$ cat config.mk
export PLATFORM = sky130hd
export DESIGN_NAME = dual_crc32c_stream_hash_core
export DESIGN_NICKNAME = d
export VERILOG_FILES = /design/src/sv/dcrc_pkg.sv /design/src/sv/dual_crc32c_stream_hash_core.sv /design/src/sv/dcrc_regs.sv /design/src/sv/dcrc_lane.sv /design/src/sv/dcrc_merge.sv
export SDC_FILE = /design/constraint.sdc
export NUM_CORES = 1
export LEC_CHECK = 0
export BUFFER_PORTS_ARGS = -buffer_cell sky130_fd_sc_hd__buf_2
export CAP_MARGIN = 10
export CORE_UTILIZATION = 30
export DETAILED_ROUTE_END_ITERATION = 7
export PLACE_DENSITY_LB_ADDON = 0.3
export RECOVER_POWER = 100
export SYNTH_ARGS = -nofsm -noshare
export SYNTH_HDL_FRONTEND = slang
export SYNTH_SLANG_ARGS = --single-unit
$ cat constraint.sdc
create_clock -name clk_i -period 19.4 [get_ports clk_i]
set_clock_uncertainty 0.05 [all_clocks]
set_input_delay 3.88 -clock clk_i [delete_from_list [all_inputs] [get_ports clk_i]]
set_output_delay 3.88 -clock clk_i [all_outputs]
set_load 0.01 [all_outputs]
$ cat src/sv/dcrc_pkg.sv
// shared types, constants and the crc-32c byte step for the dual crc hash
// no dependencies
`timescale 1ns / 1ps
`default_nettype none

package dcrc_pkg;

  localparam logic [31:0] CrcPoly     = 32'h82F6_3B78;
  localparam logic [63:0] LaneBMask   = 64'hA5A5_A5A5_A5A5_A5A5;
  localparam logic [31:0] SeedAReset  = 32'hFFFF_FFFF;
  localparam logic [31:0] SeedBReset  = 32'h85EB_CA6B;
  localparam int unsigned NumBytes    = 8;
  localparam int unsigned CountW      = 4;
  localparam int unsigned AddrW       = 3;

  typedef enum logic {
    REG_SEED_A = 1'b0,
    REG_SEED_B = 1'b1
  } reg_idx_e;

  typedef struct packed {
    logic              accept;
    logic              reload;
    logic [CountW-1:0] count;
  } lane_ctl_t;

  function automatic logic [31:0] crc_byte(input logic [31:0] crc, input logic [7:0] b);
    logic [31:0] c;
    c = crc ^ {24'd0, b};
    for (int k = 0; k < 8; k++) begin
      c = c[0] ? ((c >> 1) ^ CrcPoly) : (c >> 1);
    end
    return c;
  endfunction

endpackage

`default_nettype wire

$ cat src/sv/dual_crc32c_stream_hash_core.sv
// dual crc-32c stream hash: two crc lanes side by side and a merging output stage
// depends on dcrc_pkg, dcrc_regs, dcrc_lane, dcrc_merge
//
// input channel in_valid_i / in_ready_o carries data_word_i (bytes, first in
// bits 7:0), byte_count_i (counts above eight act as eight) and last_i.
// lane a hashes the bytes as they are, lane b hashes them xored with 0xa5.
// one item is taken every cycle while in_ready_o is high; both lanes update
// in the same cycle through an eight-byte xor network that closes the loop on
// each lane register. on an item with last_i the result {lane b, lane a}
// appears on hash_value_o with out_valid_o in the cycle after acceptance, and
// both lanes reload from the seed registers.
// the output register holds one hash; while it waits on out_ready_i, items
// without last_i are still taken, a further last item waits until the held
// hash is taken (or is taken in the same cycle).
// seeds are written over the apb port (0x0 lane a, 0x4 lane b) and take
// effect at the next reload. reset sets the seeds to 0xffffffff and
// 0x85ebca6b, loads the lanes with them and empties the output register.
`timescale 1ns / 1ps
`default_nettype none

module dual_crc32c_stream_hash_core import dcrc_pkg::*; (
  input  wire logic              clk_i,
  input  wire logic              rst_ni,
  input  wire logic              psel,
  input  wire logic              penable,
  input  wire logic              pwrite,
  input  wire logic [AddrW-1:0]  paddr,
  input  wire logic [31:0]       pwdata,
  output logic      [31:0]       prdata,
  output logic                   pready,
  input  wire logic              in_valid_i,
  output logic                   in_ready_o,
  input  wire logic [63:0]       data_word_i,
  input  wire logic [CountW-1:0] byte_count_i,
  input  wire logic              last_i,
  output logic                   out_valid_o,
  input  wire logic              out_ready_i,
  output logic      [63:0]       hash_value_o
);

  logic [31:0] seed_a, seed_b;
  logic [31:0] crc_a, crc_b;
  lane_ctl_t   ctl;
  logic [63:0] data_b;

  assign ctl.accept = in_valid_i && in_ready_o;
  assign ctl.reload = last_i;
  assign ctl.count  = byte_count_i;
  assign data_b     = data_word_i ^ LaneBMask;

  dcrc_regs u_regs (
    .clk_i    (clk_i),
    .rst_ni   (rst_ni),
    .psel     (psel),
    .penable  (penable),
    .pwrite   (pwrite),
    .paddr    (paddr),
    .pwdata   (pwdata),
    .prdata   (prdata),
    .pready   (pready),
    .seed_a_o (seed_a),
    .seed_b_o (seed_b)
  );

  dcrc_lane u_lane_a (
    .clk_i        (clk_i),
    .rst_ni       (rst_ni),
    .ctl_i        (ctl),
    .reset_seed_i (SeedAReset),
    .seed_i       (seed_a),
    .data_i       (data_word_i),
    .crc_next_o   (crc_a)
  );

  dcrc_lane u_lane_b (
    .clk_i        (clk_i),
    .rst_ni       (rst_ni),
    .ctl_i        (ctl),
    .reset_seed_i (SeedBReset),
    .seed_i       (seed_b),
    .data_i       (data_b),
    .crc_next_o   (crc_b)
  );

  dcrc_merge u_merge (
    .clk_i        (clk_i),
    .rst_ni       (rst_ni),
    .in_valid_i   (in_valid_i),
    .last_i       (last_i),
    .in_ready_o   (in_ready_o),
    .crc_a_i      (crc_a),
    .crc_b_i      (crc_b),
    .out_valid_o  (out_valid_o),
    .out_ready_i  (out_ready_i),
    .hash_value_o (hash_value_o)
  );

endmodule

`default_nettype wire

$ cat src/sv/dcrc_regs.sv
// apb seed registers for both crc lanes
// depends on dcrc_pkg
`timescale 1ns / 1ps
`default_nettype none

module dcrc_regs import dcrc_pkg::*; (
  input  wire logic             clk_i,
  input  wire logic             rst_ni,
  input  wire logic             psel,
  input  wire logic             penable,
  input  wire logic             pwrite,
  input  wire logic [AddrW-1:0] paddr,
  input  wire logic [31:0]      pwdata,
  output logic      [31:0]      prdata,
  output logic                  pready,
  output logic      [31:0]      seed_a_o,
  output logic      [31:0]      seed_b_o
);

  logic [31:0] seed_a_q, seed_a_d;
  logic [31:0] seed_b_q, seed_b_d;
  reg_idx_e    idx;
  logic        wr_en;

  assign idx    = reg_idx_e'(paddr[2]);
  assign wr_en  = psel && penable && pwrite;
  assign pready = 1'b1;

  always_comb begin
    seed_a_d = seed_a_q;
    seed_b_d = seed_b_q;
    if (wr_en) begin
      case (idx)
        REG_SEED_A: seed_a_d = pwdata;
        REG_SEED_B: seed_b_d = pwdata;
        default: ;
      endcase
    end
  end

  always_comb begin
    case (idx)
      REG_SEED_A: prdata = seed_a_q;
      REG_SEED_B: prdata = seed_b_q;
      default:    prdata = '0;
    endcase
  end

  always_ff @(posedge clk_i or negedge rst_ni) begin
    if (!rst_ni) begin
      seed_a_q <= SeedAReset;
      seed_b_q <= SeedBReset;
    end else begin
      seed_a_q <= seed_a_d;
      seed_b_q <= seed_b_d;
    end
  end

  assign seed_a_o = seed_a_q;
  assign seed_b_o = seed_b_q;

endmodule

`default_nettype wire

$ cat src/sv/dcrc_lane.sv
// one crc-32c lane: running crc register and eight-byte update network
// depends on dcrc_pkg
`timescale 1ns / 1ps
`default_nettype none

module dcrc_lane import dcrc_pkg::*; (
  input  wire logic      clk_i,
  input  wire logic      rst_ni,
  input  wire lane_ctl_t ctl_i,
  input  wire logic [31:0] reset_seed_i,
  input  wire logic [31:0] seed_i,
  input  wire logic [63:0] data_i,
  output logic      [31:0] crc_next_o
);

  logic [31:0] crc_q, crc_d;
  logic [31:0] chain [NumBytes+1];

  always_comb begin
    chain[0] = crc_q;
    for (int k = 0; k < NumBytes; k++) begin
      chain[k+1] = (CountW'(k) < ctl_i.count) ? crc_byte(chain[k], data_i[8*k +: 8])
                                             : chain[k];
    end
  end

  assign crc_next_o = chain[NumBytes];

  always_comb begin
    crc_d = crc_q;
    if (ctl_i.accept) begin
      crc_d = ctl_i.reload ? seed_i : crc_next_o;
    end
  end

  always_ff @(posedge clk_i or negedge rst_ni) begin
    if (!rst_ni) begin
      crc_q <= reset_seed_i;
    end else begin
      crc_q <= crc_d;
    end
  end

endmodule

`default_nettype wire

$ cat src/sv/dcrc_merge.sv
// joins both lane results into the hash word and holds it in the output register
// depends on dcrc_pkg
`timescale 1ns / 1ps
`default_nettype none

module dcrc_merge import dcrc_pkg::*; (
  input  wire logic        clk_i,
  input  wire logic        rst_ni,
  input  wire logic        in_valid_i,
  input  wire logic        last_i,
  output logic             in_ready_o,
  input  wire logic [31:0] crc_a_i,
  input  wire logic [31:0] crc_b_i,
  output logic             out_valid_o,
  input  wire logic        out_ready_i,
  output logic      [63:0] hash_value_o
);

  logic        out_valid_q, out_valid_d;
  logic [63:0] hash_q, hash_d;
  logic        emit;

  // items without last never need the output register
  assign in_ready_o = !last_i || !out_valid_q || out_ready_i;
  assign emit       = in_valid_i && in_ready_o && last_i;

  always_comb begin
    out_valid_d = out_valid_q;
    hash_d      = hash_q;
    if (out_valid_q && out_ready_i) begin
      out_valid_d = 1'b0;
    end
    if (emit) begin
      out_valid_d = 1'b1;
      hash_d      = {crc_b_i, crc_a_i};
    end
  end

  always_ff @(posedge clk_i or negedge rst_ni) begin
    if (!rst_ni) begin
      out_valid_q <= 1'b0;
    end else begin
      out_valid_q <= out_valid_d;
    end
  end

  always_ff @(posedge clk_i) begin
    hash_q <= hash_d;
  end

  assign out_valid_o  = out_valid_q;
  assign hash_value_o = hash_q;

  a_emit_sets_valid: assert property (@(posedge clk_i) disable iff (!rst_ni)
    emit |=> out_valid_q)
    else $error("hash not presented after last item");

  a_emit_loads_hash: assert property (@(posedge clk_i) disable iff (!rst_ni)
    emit |=> hash_q == $past({crc_b_i, crc_a_i}))
    else $error("hash register missed lane results");

  a_no_overwrite: assert property (@(posedge clk_i) disable iff (!rst_ni)
    (out_valid_q && !out_ready_i && !emit) |=> (out_valid_q && $stable(hash_q)))
    else $error("pending hash lost or changed");

  a_ready_when_free: assert property (@(posedge clk_i) disable iff (!rst_ni)
    !out_valid_q |-> in_ready_o)
    else $error("input stalled with free output register");

endmodule

`default_nettype wire

# ---- Yosys cells after proc, flatten, opt, wreduce, memory -nomap -nowiden
# Cells that the tools add are included.
dict set report totals {
  register_bits 193
  in_bits 111
  wordCells 321
}
dict set report op_classes {
  n_lt_le_gt_ge 8
  mux 149
  n_bitwise 146
  reduce_logical 12
}
# op count
set ops {}
lappend ops {{32-bit two-way mux} 146}
lappend ops {{16-bit NOT with 17-bit output} 128}
lappend ops {{32-bit by 8-bit bitwise XOR with 32-bit output} 16}
lappend ops {{32-bit case mux with 2 select lines} 1}
lappend ops {{32-bit NOT} 1}
lappend ops {{3-bit by 4-bit less-than comparator with 1-bit output (first input constant)} 4}
lappend ops {{1-bit by 4-bit less-than comparator with 1-bit output (first input constant)} 2}
lappend ops {{2-bit by 4-bit less-than comparator with 1-bit output (first input constant)} 2}
lappend ops {{1-bit logical AND} 5}
lappend ops {{2-bit AND reduction} 2}
lappend ops {{1-bit zero test} 2}
lappend ops {{1-bit logical OR} 2}
lappend ops {{1-bit two-way mux} 2}
lappend ops {{2-bit nonzero test} 1}
lappend ops {{1-bit NOT} 1}

# ---- Logic depth before layout (Yosys ltp)
# Gate-level depths: netlist of run 1.
dict set report logic_depth {
  ltp_word 146
  mapped_depth 43
  ltp_nobuf 36
}

# ---- Worst setup path before layout of run 1
# Ideal clock, no wire load.
dict set report synth_timing {
  path_kind {input to register}
  start {in data_word_i[0]}
  end {reg u_lane_a.crc_q[6]}
  setup_ns 0.073
  t_arrival_ns 15.569
  required_ns 19.277
  setup_slack_ns 3.708
  path_stages 38
  path_buffers 2
  cell_sequence {buf_4 xnor2_2 xnor3_1 xnor3_2 xor3_1 mux2_2 xor2_4 xor3_4 mux2i_1 a2111oi_4 xnor2_2 xnor3_2 xnor2_2 a21oi_2 xnor2_2 xnor2_4 xnor3_1 mux2_2 [... 2 more ...] xnor3_2 mux2i_2 nor2_8 xnor2_2 xor2_1 xor3_1 o21ai_4 xnor2_4 xnor2_4 xnor3_1 a211o_1 and2_1 buf_6 xnor3_2 xnor3_1 xor2_1 a211o_1 a21oi_1}
}
dict set report synth_via {
  elab_chain_cells 118
  elab_cells_between_ends 143
}
# item line
set synth_rtl {}
lappend synth_rtl {{start: declaration} dual_crc32c_stream_hash_core.sv:33} ;# input wire logic [63:0] data_word_i,
lappend synth_rtl {{32-bit by 8-bit bitwise XOR with 32-bit output *} dcrc_pkg.sv:29} ;# c = crc ^ {24'd0, b};
lappend synth_rtl {{32-bit two-way mux *} dcrc_pkg.sv:31} ;# c = c[0] ? ((c >> 1) ^ CrcPoly) : (c >> 1);
lappend synth_rtl {{16-bit NOT with 17-bit output (no source line)} n/a}
lappend synth_rtl {{32-bit two-way mux *} dcrc_pkg.sv:31}
lappend synth_rtl {{16-bit NOT with 17-bit output (no source line) / 32-bit two-way mux (equally long branches)} n/a}
lappend synth_rtl {{32-bit two-way mux *} dcrc_pkg.sv:31}
lappend synth_rtl {{16-bit NOT with 17-bit output (no source line) / 32-bit two-way mux (equally long branches)} n/a}
lappend synth_rtl {{32-bit two-way mux * (2 in series)} dcrc_pkg.sv:31}
lappend synth_rtl {{[... 100 more ...]} n/a}
lappend synth_rtl {{16-bit NOT with 17-bit output (no source line)} n/a}
lappend synth_rtl {{32-bit two-way mux} dcrc_pkg.sv:31}
lappend synth_rtl {{16-bit NOT with 17-bit output (no source line)} n/a}
lappend synth_rtl {{32-bit two-way mux (2 in series)} dcrc_pkg.sv:31}
lappend synth_rtl {{16-bit NOT with 17-bit output (no source line)} n/a}
lappend synth_rtl {{32-bit two-way mux} dcrc_pkg.sv:31}
lappend synth_rtl {{32-bit two-way mux *} dcrc_lane.sv:22} ;# chain[k+1] = (CountW'(k) < ctl_i.count) ? crc_byte(chain[k], data_i[8*k +: 8])
lappend synth_rtl {{32-bit two-way mux *} dcrc_lane.sv:32} ;# crc_d = ctl_i.reload ? seed_i : crc_next_o;
lappend synth_rtl {{end signal: assignment} dcrc_lane.sv:38} ;# crc_q <= reset_seed_i;
lappend synth_rtl {{end signal: assignment} dcrc_lane.sv:40} ;# crc_q <= crc_d;
lappend synth_rtl {{end: declaration} dcrc_lane.sv:16} ;# logic [31:0] crc_q, crc_d;
# Mark *: on every way between the ends. The rest lies on a longest branch, timed or not.
# A chain may end at the register's enable or synchronous reset.

# ---- Final worst setup path of run 1
dict set report layout_timing {
  start {in data_word_i[0]}
  end {reg u_merge.hash_q[12], in the netlist u_merge.hash_value_o[12], data pin}
}
dict set report layout_via {
  elab_chain_cells 117
  elab_cells_between_ends 141
}
# item line
set layout_rtl {}
lappend layout_rtl {{32-bit by 8-bit bitwise XOR with 32-bit output *} dcrc_pkg.sv:29}
lappend layout_rtl {{32-bit two-way mux *} dcrc_pkg.sv:31}
lappend layout_rtl {{16-bit NOT with 17-bit output (no source line) / 32-bit two-way mux (equally long branches)} n/a}
lappend layout_rtl {{32-bit two-way mux *} dcrc_pkg.sv:31}
lappend layout_rtl {{16-bit NOT with 17-bit output (no source line) / 32-bit two-way mux (equally long branches)} n/a}
lappend layout_rtl {{32-bit two-way mux *} dcrc_pkg.sv:31}
lappend layout_rtl {{16-bit NOT with 17-bit output (no source line) / 32-bit two-way mux (equally long branches)} n/a}
lappend layout_rtl {{32-bit two-way mux * (2 in series)} dcrc_pkg.sv:31}
lappend layout_rtl {{[... 99 more ...]} n/a}
lappend layout_rtl {{32-bit two-way mux / 16-bit NOT with 17-bit output (equally long branches)} n/a}
lappend layout_rtl {{32-bit two-way mux (3 in series)} dcrc_pkg.sv:31}
lappend layout_rtl {{16-bit NOT with 17-bit output (no source line) / 32-bit two-way mux (equally long branches)} n/a}
lappend layout_rtl {{32-bit two-way mux} dcrc_pkg.sv:31}
lappend layout_rtl {{16-bit NOT with 17-bit output (no source line)} n/a}
lappend layout_rtl {{32-bit two-way mux} dcrc_pkg.sv:31}
lappend layout_rtl {{32-bit two-way mux *} dcrc_lane.sv:22}
lappend layout_rtl {{net crc_a[12]} dual_crc32c_stream_hash_core.sv:42} ;# logic [31:0] crc_a, crc_b;
lappend layout_rtl {{end signal: assignment} dcrc_merge.sv:48} ;# hash_q <= hash_d;
lappend layout_rtl {{end: declaration} dcrc_merge.sv:20} ;# logic [63:0] hash_q, hash_d;
# Mark *: on every way through the listed nets, which the timed path passes. The rest lies on a longest branch.

==> results of run 1 <==
-- Yosys cell counts, types with 9 or more instances --
library cell,n,area [µm²]
inv_1,18,67.6
a31oi_1,15,93.8
xor2_2,25,407
and3_1,14,87.6
dfrtp_1,29,726
edfxtp_1,64,1920
and2_1,22,138
o21ai_2,9,78.8
xnor3_1,204,4590
xor3_1,25,594
o211ai_1,32,240
nor3_1,35,175
a21o_1,25,188
xnor2_1,713,6240
buf_2,14,70.1
xor2_4,12,330
xnor2_4,19,523
o211a_1,16,160
clkbuf_1,138,518
xor2_1,251,2200
or2_2,10,62.6
o21ai_0,178,891
mux2i_1,117,1170
nand3_1,47,235
dfstp_2,100,2630
a21oi_1,247,1240
a211o_1,20,175
o21a_1,19,143
nand4_1,12,75.1
mux2_2,120,1350
buf_1,40,150
mux2i_4,10,225
nor2_1,303,1140
a211oi_1,36,270
or3_1,19,119
xnor2_2,63,1020
nand2_1,273,1020
o21ai_1,14,70.1
nand2b_1,13,81.3
xnor3_2,14,333
-- kinds of logic (layout without fill, tap and decap cells) --
| logic type | count (synthesis) | count (layout) | synth area share (%) |
|---|---|---|---|
| xor gates and xnor gates | 1330 | 1330 | 49.1 |
| DFF | 193 | 193 | 15.8 |
| muxes | 256 | 256 | 8.61 |
| AOI/OAI and AO/OA | 689 | 689 | 13.0 |
| buffers and inverters | 222 | 310 | 2.69 |
| other | 1 | 3 | 0.0113 |
| and+or+nand+nor | 799 | 799 | 10.7 |
-- state kept, by name, indices dropped and copies added, names as in the netlist --
name / count
u_lane_b.crc_q: 32
u_regs.seed_a_o: 32
u_regs.seed_b_o: 32
u_merge.hash_value_o: 64
u_lane_a.crc_q: 32
u_merge.out_valid_o: 1
-- critical path, delay by kind of cell --
family | cells | cell delay, ns
XOR/XNOR | 23 | 9.89
AND/OR/NAND/NOR | 2 | 0.52
AO/OA/AOI/OAI | 8 | 3.12
multiplexers | 2 | 0.75
buffers and inverters | 1 | 0.19
-- routing by layer --
layer / track usage [%] / share of wire [%] / up-vias
li1: - / - / 12100
met1: 29.9 / 45 / 12900
met2: 33.5 / 45 / 921
met3: 3.79 / 7.4 / 136
met4: 5.51 / 2.7 / 6
met5: 0 / 0.025 / -
-- final cells by class --
type	count	area (µm²)	area share [%]
clock buffers	22	475	1.31
repair buffers	259	1280	3.54
clock inverters	10	101	0.279
well taps	1476	1850	5.09
inverters	19	71.3	0.197
flip-flops and latches	193	5280	14.5
diodes	2	5.00	0.0138
multi-input cells	3075	27200	75.0
-- worst min path at each step --
| stage | endpoint | cells after the start | start | slack (ns) |
|---|---|---|---|---|
| finish | u_lane_a.crc_q[19] | 2 | u_lane_a.crc_q[19] | 0.45 |
| global route | u_lane_a.crc_q[19] | 2 | u_lane_a.crc_q[19] | 0.46 |
| CTS | u_lane_a.crc_q[16] | 2 | u_lane_a.crc_q[16] | 0.45 |
| detailed placement | u_lane_a.crc_q[16] | 2 | u_lane_a.crc_q[16] | 0.44 |
| global placement | u_lane_a.crc_q[16] | 2 | u_lane_a.crc_q[16] | 0.43 |
| floorplan | u_lane_b.crc_q[13] | 2 | u_lane_b.crc_q[13] | 0.40 |
-- metrics by stage --
| step | setup slack (ns) | cell area, µm² | hold slack, ns | instances |
|---|---|---|---|---|
| 6_report | 1.09 | 36300 | 0.448 | 5056 |
| 2_1_floorplan | 3.71 | 33300 | 0.400 | 3490 |
| 5_1_grt | 0.508 | 36300 | 0.462 | 5056 |
| 3_5_place_dp | 1.30 | 35900 | 0.441 | 5022 |
| 3_3_place_gp | 1.32 | 35900 | 0.433 | 5022 |
| 4_1_cts | 1.68 | 36500 | 0.454 | 5054 |
==> results.cfg, run 1 <==
[sta]
tightest_slew_ns = 4.29
period_share_pct = 94.4
relSlewSlack_pct = -186
slew_violations = 424
setup_viol = 0
tns_ns = 0
max_freq_ghz = 0.0546
hold_viol = 0
period_needed_ns = 18.31
grt_setup_unrepaired = no

[worst_setup_path]
rr_endpoint = u_lane_b.crc_q[19]
max_stage_delay_ns = 0.90
r2r-start = u_lane_b.crc_q[5]
crit_path_frequent_cell = xnor3_1
worstPathMaxFanout = 10
worstPathArrival_ns = 18.41
crit_path_start_kind = input port
worstSetupEndpoint = u_merge.hash_value_o[12]
reg2reg_depth = 38
r2r_setup_slack_ns = 4.18
endpoint_kind = flop
crit_start = data_word_i[0]
worstPathRequired_ns = 19.50
critical_path_class = in -> reg
cpMaxStageDelayCell = xnor2_1

[cts]
cts-root-buf = clkbuf_16
cts_hold_repair.buffers = 0
cts-buffers-inserted = 17
cts_tree = yes
insertion_delay_ns = 0.44
cts_resized = 0
htree_levels = 4
cts_setup_buffers = 0
cts.path.max_buffers = 2
clkTransAtPathRegs_ns = 0.07
cts_sinks = 193

[drt]
totalWireLength_mm = 123
routedWlPerCell_um = 24.3
via_per_inst = 5.16
antenna_left = 0
vias = 26100
drtIter0Drc = 2308
post-route-drc-count = 0
drt_pass1_iterations = 5

[grt]
grt_pass1_vias = 24400
grt_usage_pct = 21.3
overflow = 0
grt_pass1_wl_mm = 174
grt_start_max_net_pins = 82
antenna_found_initial = 10

[logic_synthesis]
synth_cells = 3490
avgSynthCellArea_um2 = 9.55
synth-edff-count = 64
netlist_area_um2 = 33300
syn_nets = 3601
yosys_warnings = 0
postSynth.asyncResetShare_pct = 66.8
synth.distinct_cells = 112
ys_seq_area_share_pct = 15.8
ys.flop_type = dfstp_2
ys_ff_latch = 193

[layout]
final_cell_mix = xnor2_1, nor2_1, nand2_1
drive_gt1_share_pct = 17.3
fin_nets = 3676
fillCellCount = 11400
syn2layout_area_growth_pct = 8.80
fin_util_pct = 33.1
final_common_cell = xnor2_1

[min_path]
hp-class = reg -> reg

[placement]
port_buffers = 206
post-dp-hpwl_mm = 100
routabilityCongestion = 0.955

[die]
dieArea_um2 = 112000
row_count = 121
fp.coreArea_um2 = 109000
chipHeight_um = 335
ios = 210
initial_utilization_pct = 30.4
die_w_um = 335

[run_status]
failed_checks = capacitance limit, slew limit
outcome = finished with violations

[run]
maxCapViolations = 8
Power of run 1 is not shown: default switching activity piles up to over one toggle a cycle in this logic, so the estimate is an artifact.
==> inputs of run 2 (changes only) <==
--- a/config.mk
+++ b/config.mk
@@ -7,6 +7,7 @@
 export LEC_CHECK = 0
 export BUFFER_PORTS_ARGS = -buffer_cell sky130_fd_sc_hd__buf_2
 export CAP_MARGIN = 10
+export CORE_ASPECT_RATIO = 2
 export CORE_UTILIZATION = 30
 export DETAILED_ROUTE_END_ITERATION = 7
 export PLACE_DENSITY_LB_ADDON = 0.3
==> constraint.sdc (replaced) <==
create_clock -name clk_i -period 17.8 [get_ports clk_i]
set_clock_uncertainty 0.05 [all_clocks]
set_input_delay 3.56 -clock clk_i [delete_from_list [all_inputs] [get_ports clk_i]]
set_output_delay 3.56 -clock clk_i [all_outputs]
set_load 0.01 [all_outputs]
==> results.cfg, run 2 (same netlist as run 1, synthesis figures left out) <==
[run_status]
outcome = finished with violations
failed_checks = capacitance limit, slew limit

[die]
dieArea_um2 = 113000
initial_utilization_pct = 30.3
row_count = 172
fp.coreArea_um2 = 110000
die_w_um = 238
ios = 210
chipHeight_um = 473

[layout]
multi_input_area_um2 = 27200
fillCellCount = 11500
fin_nets = 3814
final_common_cell = xnor2_1
final_cell_area_um2 = 37200
largest_reg_flops = 64
syn2layout_area_growth_pct = 11.7
final_cell_mix = xnor2_1, nor2_1, nand2_1
final-seq-area_um2 = 5280
drive_gt1_share_pct = 19.8

[cts]
cts_sinks = 193
cts_resized = 0
htree_levels = 4
cts_setup_buffers = 0
cts-buffers-inserted = 17
cts_hold_repair.buffers = 0
clkTransAtPathRegs_ns = 0.08
cts_tree = yes
cts.path.max_buffers = 2
cts-root-buf = clkbuf_16
insertion_delay_ns = 0.47

[min_path]
worstHoldStart = u_lane_b.crc_q[19]
hp-class = reg -> reg
whs_path_depth = 2
holdPathEnd = u_lane_b.crc_q[19]

[placement]
dpl_cell_area_um2 = 36900
port_buffers = 206
routabilityCongestion = 0.981
post-dp-hpwl_mm = 114

[worst_setup_path]
crit_buf_inv = 3
crit_path_frequent_cell = xnor3_1
crit_path_start_kind = input port
r2r_setup_slack_ns = 3.51
rr_endpoint = u_lane_b.crc_q[6]
worstPathRequired_ns = 18.14
reg2reg_depth = 38
max_stage_delay_ns = 0.77
worstPathArrival_ns = 17.44
r2r-start = u_lane_b.crc_q[6]
worstPathMaxFanout = 8
endpoint_kind = flop
cpMaxStageDelayCell = xnor2_1
critical_path_class = in -> reg
crit_family = XOR/XNOR gates

[drt]
drt_pass1_iterations = 6
drtIter0Drc = 1627
post-route-drc-count = 0
vias = 26600
routedWlPerCell_um = 26.4
totalWireLength_mm = 137
antenna_left = 0
via_per_inst = 5.12

[sta]
max_freq_ghz = 0.0585
hold_viol = 0
tightest_slew_ns = 4.23
slew_violations = 410
period_share_pct = 96.0
setup_viol = 0
relSlewSlack_pct = -182
period_needed_ns = 17.09
grt_setup_unrepaired = no
tns_ns = 0
whs_ns = 0.437

[grt]
grt_pass1_vias = 26400
grt_usage_pct = 24.2
antenna_found_initial = 16
grt_start_max_net_pins = 90
grt_pass1_wl_mm = 193
overflow = 0

[run]
maxCapViolations = 8
## run 2: cell types whose count changed in the layout (fill, tap and decap cells not counted), moves of 3 or more
cell      delta
clkbuf_1    +18
mux2_1       +5
mux2_2       -5
clkinv_8     +3
xnor3_2      +4
xnor3_1      -4
diode_2      +5
buf_4      +113
## run 2: layer usage
| layer | global-route usage [%] | vias up | share of wire [%] |
|---|---|---|---|
| li1 | - | 12400 | - |
| met2 | 44.3 | 844 | 52 |
| met5 | 0 | - | 0.035 |
| met4 | 22.4 | 8 | 11 |
| met1 | 23.9 | 13000 | 34 |
| met3 | 2.38 | 318 | 3.2 |
## run 2: how the worst max path moves through the flow
| stage | startpoint | to | slack, ns | cells past startpoint |
|---|---|---|---|---|
| after floorplan | data_word_i[0] | u_lane_a.crc_q[6] | 2.43 | 38 |
| after global placement | data_word_i[1] | u_lane_a.crc_q[20] | 0.54 | 38 |
| after detailed placement | data_word_i[1] | u_lane_a.crc_q[20] | 0.49 | 38 |
| after CTS | data_word_i[1] | u_lane_a.crc_q[20] | 0.95 | 38 |
| after global routing | data_word_i[6] | u_lane_b.crc_q[19] | 0.21 | 40 |
| final | data_word_i[6] | u_lane_b.crc_q[6] | 0.71 | 39 |
## run 2: layout make-up
cell class / count / area share, %
multi-input cells: 3075 / 73.0
flip-flops and latches: 193 / 14.2
repair buffers: 397 / 6.03
well taps: 1479 / 4.97
clock buffers: 17 / 1.14
clock inverters: 15 / 0.464
inverters: 19 / 0.192
diodes: 7 / 0.0470
## run 2: per-stage QoR
step	util [%]	std cells	setup WS, ns
3_3_place_gp	33.5	5159	0.544
5_1_grt	33.8	5197	0.209
2_1_floorplan	-	3490	2.43
6_report	33.9	5202	0.706
3_5_place_dp	33.6	5160	0.491
4_1_cts	34.1	5192	0.949
## run 2: tightest hold or removal path, cell delays in order (launching register included)
cell     delay [ns]
dfstp_2        0.39
nand2_1        0.05
o21ai_1        0.05
Power of run 2 is left out for the same reason.
